`config.mk`:
```
export PLATFORM = sky130hd
export DESIGN_NAME = hcbp_ram
export DESIGN_NICKNAME = d
export VERILOG_FILES = /design/src/sv/hcbp_ram.sv
export SDC_FILE = /design/constraint.sdc
export NUM_CORES = 2
export LEC_CHECK = 0
export BUFFER_PORTS_ARGS = -buffer_cell sky130_fd_sc_hd__buf_4
export CORE_ASPECT_RATIO = 0.5
export CORE_MARGIN = 3
export CORE_UTILIZATION = 54
export DETAILED_ROUTE_END_ITERATION = 8
export PLACE_DENSITY = 0.72
export SYNTH_ARGS = -nofsm -noshare
export SYNTH_HDL_FRONTEND = slang
export SYNTH_SLANG_ARGS = --single-unit
```
`constraint.sdc`:
```
create_clock -name clk_i -period 2.29 [get_ports clk_i]
set_input_delay 0.1145 -clock clk_i [delete_from_list [all_inputs] [get_ports clk_i]]
set_output_delay 0.1145 -clock clk_i [all_outputs]
set_load 0.1 [all_outputs]
```
`src/sv/hcbp_ram.sv`:
```
// Generic single-port-write, registered-read RAM.
module hcbp_ram #(
  parameter int unsigned Width = 8,
  parameter int unsigned Depth = 256
) (
  input  logic                     clk_i,
  input  logic                     we_i,
  input  logic [$clog2(Depth)-1:0] waddr_i,
  input  logic [Width-1:0]         wdata_i,
  input  logic                     re_i,
  input  logic [$clog2(Depth)-1:0] raddr_i,
  output logic [Width-1:0]         rdata_o
);

  logic [Width-1:0] mem_q [Depth];
  logic [Width-1:0] rdata_q;

  always_ff @(posedge clk_i) begin
    if (we_i) begin
      mem_q[waddr_i] <= wdata_i;
    end
    if (re_i) begin
      rdata_q <= mem_q[raddr_i];
    end
  end

  assign rdata_o = rdata_q;

endmodule

```
## After elaboration in Yosys (flattened, before gate mapping)

Memories as Yosys holds them, arrays and structs flattened. A register that Yosys moved wholly into a read port is not among the register bits.
Index checks and enable logic that the tools add are counted.

| word-level totals | value |
|---|---|
| memories | 1 |
| bits in registers | 0 |
| bits in writable memories | 2048 |
| word-level logic and storage cells | 3 |

| operators by class | value |
|---|---|
| muxes and demuxes | 2 |

Memory list:

| memory | depth | bits a word | read ports | clocked after memory_dff | write ports | line | RTL |
|---|---|---|---|---|---|---|---|
| mem_q | 256 | 8 | 1 | 1 | 1 | 15 | `logic [Width-1:0] mem_q [Depth];` |

Operators by type and width:

| operator | number |
|---|---|
| $mux 1 | 2 |

## Logic depth before layout (Yosys ltp)

| logic depth | value |
|---|---|
| depth in word-level cells | 2 |
| depth in mapped cells | 11 |

## Least setup slack after synthesis

Ideal clock, no wire load.

| timing | value |
|---|---|
| kind | in2reg |
| start point | in raddr_i[0] |
| end point | reg rdata_q[2], in the netlist rdata_o[2], read port of mem_q, data pin |
| path buffers | 4 |
| data arrival time | 1.922 ns |
| slack | 0.099 ns |
| library setup time | 0.269 ns |
| data required time | 2.021 ns |
| stages on the path | 9 |
| path through | buf_6 > buf_12 > buf_8 > buf_2 > mux4_2 > a22oi_1 > a21oi_1 > nor4_1 > nor4_2 |

RTL lines:

| what | line | RTL |
|---|---|---|
| from (decl) | 11 | `input logic [$clog2(Depth)-1:0] raddr_i,` |
| to (decl) | 16 | `logic [Width-1:0] rdata_q;` |

==> implementation parameters <==
Parameter                              Value

Drt
  Sum of routed wire length over all layers ... 201000 um
  Residual antenna-violating net count after detailed routing ... 0
  DRC violation total after the first TritonRoute iteration ... 6044
  Detailed-route vias per instance ... 6.47
  Final routed DRC violation total ... 0
  Detailed-routing iteration count for the pre-antenna-repair pass ... 6
  Average wire per standard cell ... 31.1 um
  Count of vias placed by the detailed router ... 41800

Yosys
  Area of the mapped netlist ... 0.0796 mm2
  Post-synth top flop ... edfxtp_1
  Library cell occupying the most area in the post-synthesis netlist ... edfxtp_1
  Share of Yosys cell area claimed by the top area cell type ... 77.5%
  Async S/R FF share, synth ... 0%
  Post-synthesis register bit count ... 2056
  Synth unique cells ... 54
  Average cell area after synthesis ... 21.3 um2
  Yosys synthesis warning count ... 0
  Cells taking the most area after synthesis ... edfxtp_1 (78%), mux4_2 (13%), mux2i_1 (1.7%)
  Number of standard cells after synthesis ... 3733
  Mapped Nets ... 3760
  Sequential element share of the synthesized area ... 77.5%
  Post-synth EDFFs ... 2056

Floorplan
  Num ports ... 35
  Vertical extent of the die ... 278 um
  Area of the die ... 0.152 mm2
  Standard-cell rows ... 98
  Initial core utilization ... 55.0%
  Core area ... 0.145 mm2
  Die X ... 549 um

Power
  Switching portion of total power ... 21.3%
  Power per Cell Area ... 800 mW/mm2
  Internal power ... 0.0584 W
  Logic gate share of total power ... 6.2%
  Portion of total power attributed to the clock network ... 37.9%
  Total power ... 0.0742 W
  Worst IR Drop VDD ... 0.667 mV
  Switching power summed over all nets ... 0.0158 W
  Static Leakage ... 29.8 nW
  Sequential power share ... 55.9%

Worst setup path
  CP max FO ... 1
  Crit path launch type ... flop
  Critical path data arrival time ... 2.98 ns
  Type of the setup path with the least slack ... flop to flop
  Worst path required time ... 2.84 ns
  Sort of element at the end of the critical path ... flop

Run status
  Run status ... complete, but fails checks
  Violated checks ... negative setup slack

Finish
  Area growth from synthesis to layout ... 16.5%
  Post-route insts no fill ... 6457
  Share of layout cells above drive strength 1 ... 32.3%
  Final Core Density ... 64.1%
  # nets final ... 4401

Global route
  Wire length of the first global-routing pass ... 293000 um
  Number of global-route vias before repair ... 42100
  Initial antenna violation count ... 7
  Maximum number of pins on one net before global-route repair ... 101
  Grt ovf ... 0
  Total track usage ... 26.5%

Timing
  Setup total negative slack ... -0.343 ns
  Setup ws final ... -0.146 ns
  Worst-Margin Slew ... 0.898 ns
  Final setup vio count ... 4
  Max transition margin ... 40.1%
  Number of failing hold endpoints at the final stage ... 0
  Setup repair after global routing missed its margin ... true
  Share of the clock period used by the worst path after layout ... 106%
  Post-route clock skew ... 0.0320 ns
  Number of slew-limit violations in the final report ... 0
  Shortest period the worst path allows ... 2.44 ns
  Fmax achieved ... 0.410 GHz

Clock tree
  Maximum count of clock buffers along a single path ... 3
  TritonCTS Buffers ... 171
  Clock tree root driver cell ... clkbuf_16
  Clock Sinks ... 2056
  Clock slew seen by the registers of the worst setup and hold paths ... 0.07 ns
  H-tree depth ... 4
  Clock latency of the later-clocked register in the worst-skew pair ... 0.80 ns
  Clock tree from TritonCTS ... yes

Place
  Count of buffers from port buffering ... 34
  # placed instances ... 6136
  Weighted congestion reported at the end of routability-driven placement ... 0.863
  Total half-perimeter wirelength after legalization and detailed placement ... 129000 um

Flow run
  Number of violations of the max-capacitance limit ... 0

Min path
  Hold/Removal Path Class ... input port to flop
==> area by class of cell <==
| cell class | count | area, um2 |
|---|---|---|
| multi-input cells | 1442 | 17000 |
| diodes | 2 | 5.00 |
| repair buffers | 701 | 6350 |
| well taps | 1950 | 2440 |
| clock inverters | 90 | 714 |
| flip-flops and latches | 2056 | 61700 |
| inverters | 2 | 7.51 |
| fillers | 9354 | 51900 |
| clock buffers | 214 | 4530 |
==> cell usage after synthesis (all sizes together) (2+ instances only) <==
cell / count
edfxtp: 2056
mux4: 456
nor2: 282
mux2i: 134
a22oi: 133
buf: 122
clkbuf: 111
a21oi: 96
o221ai: 47
nand3: 34
nand2: 33
nor2b: 31
o22ai: 28
nor4: 27
nor3: 22
a211oi: 16
a221oi: 14
o21ai: 12
nand4: 10
o211ai: 10
a22o: 8
nand2b: 8
and2: 6
a2111oi: 5
o22a: 5
o32ai: 5
or2: 4
a311oi: 2
a31oi: 2
and3b: 2
nand3b: 2
==> power by group through the flow <==
stage          registers, W  clock network, W  logic (W)
2_1_floorplan        0.0425                 0    0.00202
3_3_place_gp         0.0423                 0    0.00430
3_5_place_dp         0.0423                 0    0.00440
4_1_cts              0.0415            0.0284    0.00453
5_1_grt              0.0415            0.0299    0.00482
6_report             0.0415            0.0281    0.00462
==> logic make-up (layout without fill, tap and decap cells) <==
group | Yosys count | in the layout | share of synthesized area, %
compound gates | 385 | 385 | 3.42
other cells | 0 | 2 | 0
mux | 591 | 591 | 14.6
buf+inv | 235 | 1007 | 1.83
simple gates | 466 | 466 | 2.63
flops | 2056 | 2056 | 77.5
==> path summary, 6_finish.rpt <==
check	startpoint	end	slack, ns	depth (start not counted)
worst max-delay path	mem_q[243][2]	rdata_o[2]	-0.15	6
worst min-delay path	wdata_i[6]	mem_q[10][6]	0.009	1
worst max register to register	mem_q[243][2]	rdata_o[2]	-0.15	6
worst min register to register	mem_q[50][4]	rdata_o[4]	1.24	6
==> flip-flops by register name, summed over array words and instances, names as in the netlist <==
name,cells
rdata_o,8
mem_q,2048
==> repair_timing <==
item                                   CTS  global route
resized for setup                       53            43
hold buffers                            18             0
setup endpoints to repair                8             8
setup buffers                            0             0
pin swaps                               20            24
endpoints found under the hold margin  436             0
==> layer usage <==
metal	vias to the layer above	global-route usage, %	share of wire, %
met5	-	0	0.022
met4	8	8.35	3.1
met3	371	6.86	12
met2	2723	40.3	47
met1	21700	38.3	38
li1	17000	-	-
==> cell usage in the layout (no fill, tap or decap), types with 11 or more instances in the layout <==
master	synthesis	final
edfxtp_1	2056	2056
buf_4	27	594
mux4_2	454	455
nor2_1	282	275
clkbuf_16	0	175
mux2i_1	134	134
a22oi_1	133	123
a21oi_1	96	90
buf_12	8	78
o221ai_1	46	44
clkinv_1	1	42
clkbuf_1	111	39
nand3_1	34	34
nand2_1	33	33
o22ai_1	28	27
nor2b_1	31	27
clkinv_2	0	23
dlygate4sd3_1	0	18
nor3_1	22	15
a211oi_1	16	11
nor4_2	3	11
==> critical path, cell delays in order (launching register included) <==
cell and delay, ns:
edfxtp_1 0.37, mux4_2 0.48, a22oi_2 0.30, a21oi_4 0.14, nor4_4 0.61, buf_4 0.24
nor4_2 0.05
==> through the flow <==
stage	instance area (um2)	hold WS, ns	worst slack, ns
finish	92800	0.00886	-0.146
global placement	86800	0.525	-1.49
global route	92800	0.0269	-0.141
detailed placement	86800	0.528	-1.36
CTS	92600	0.0249	-0.102
floorplan	79600	0.213	0.0994
Power figures use the tool's default switching activity.
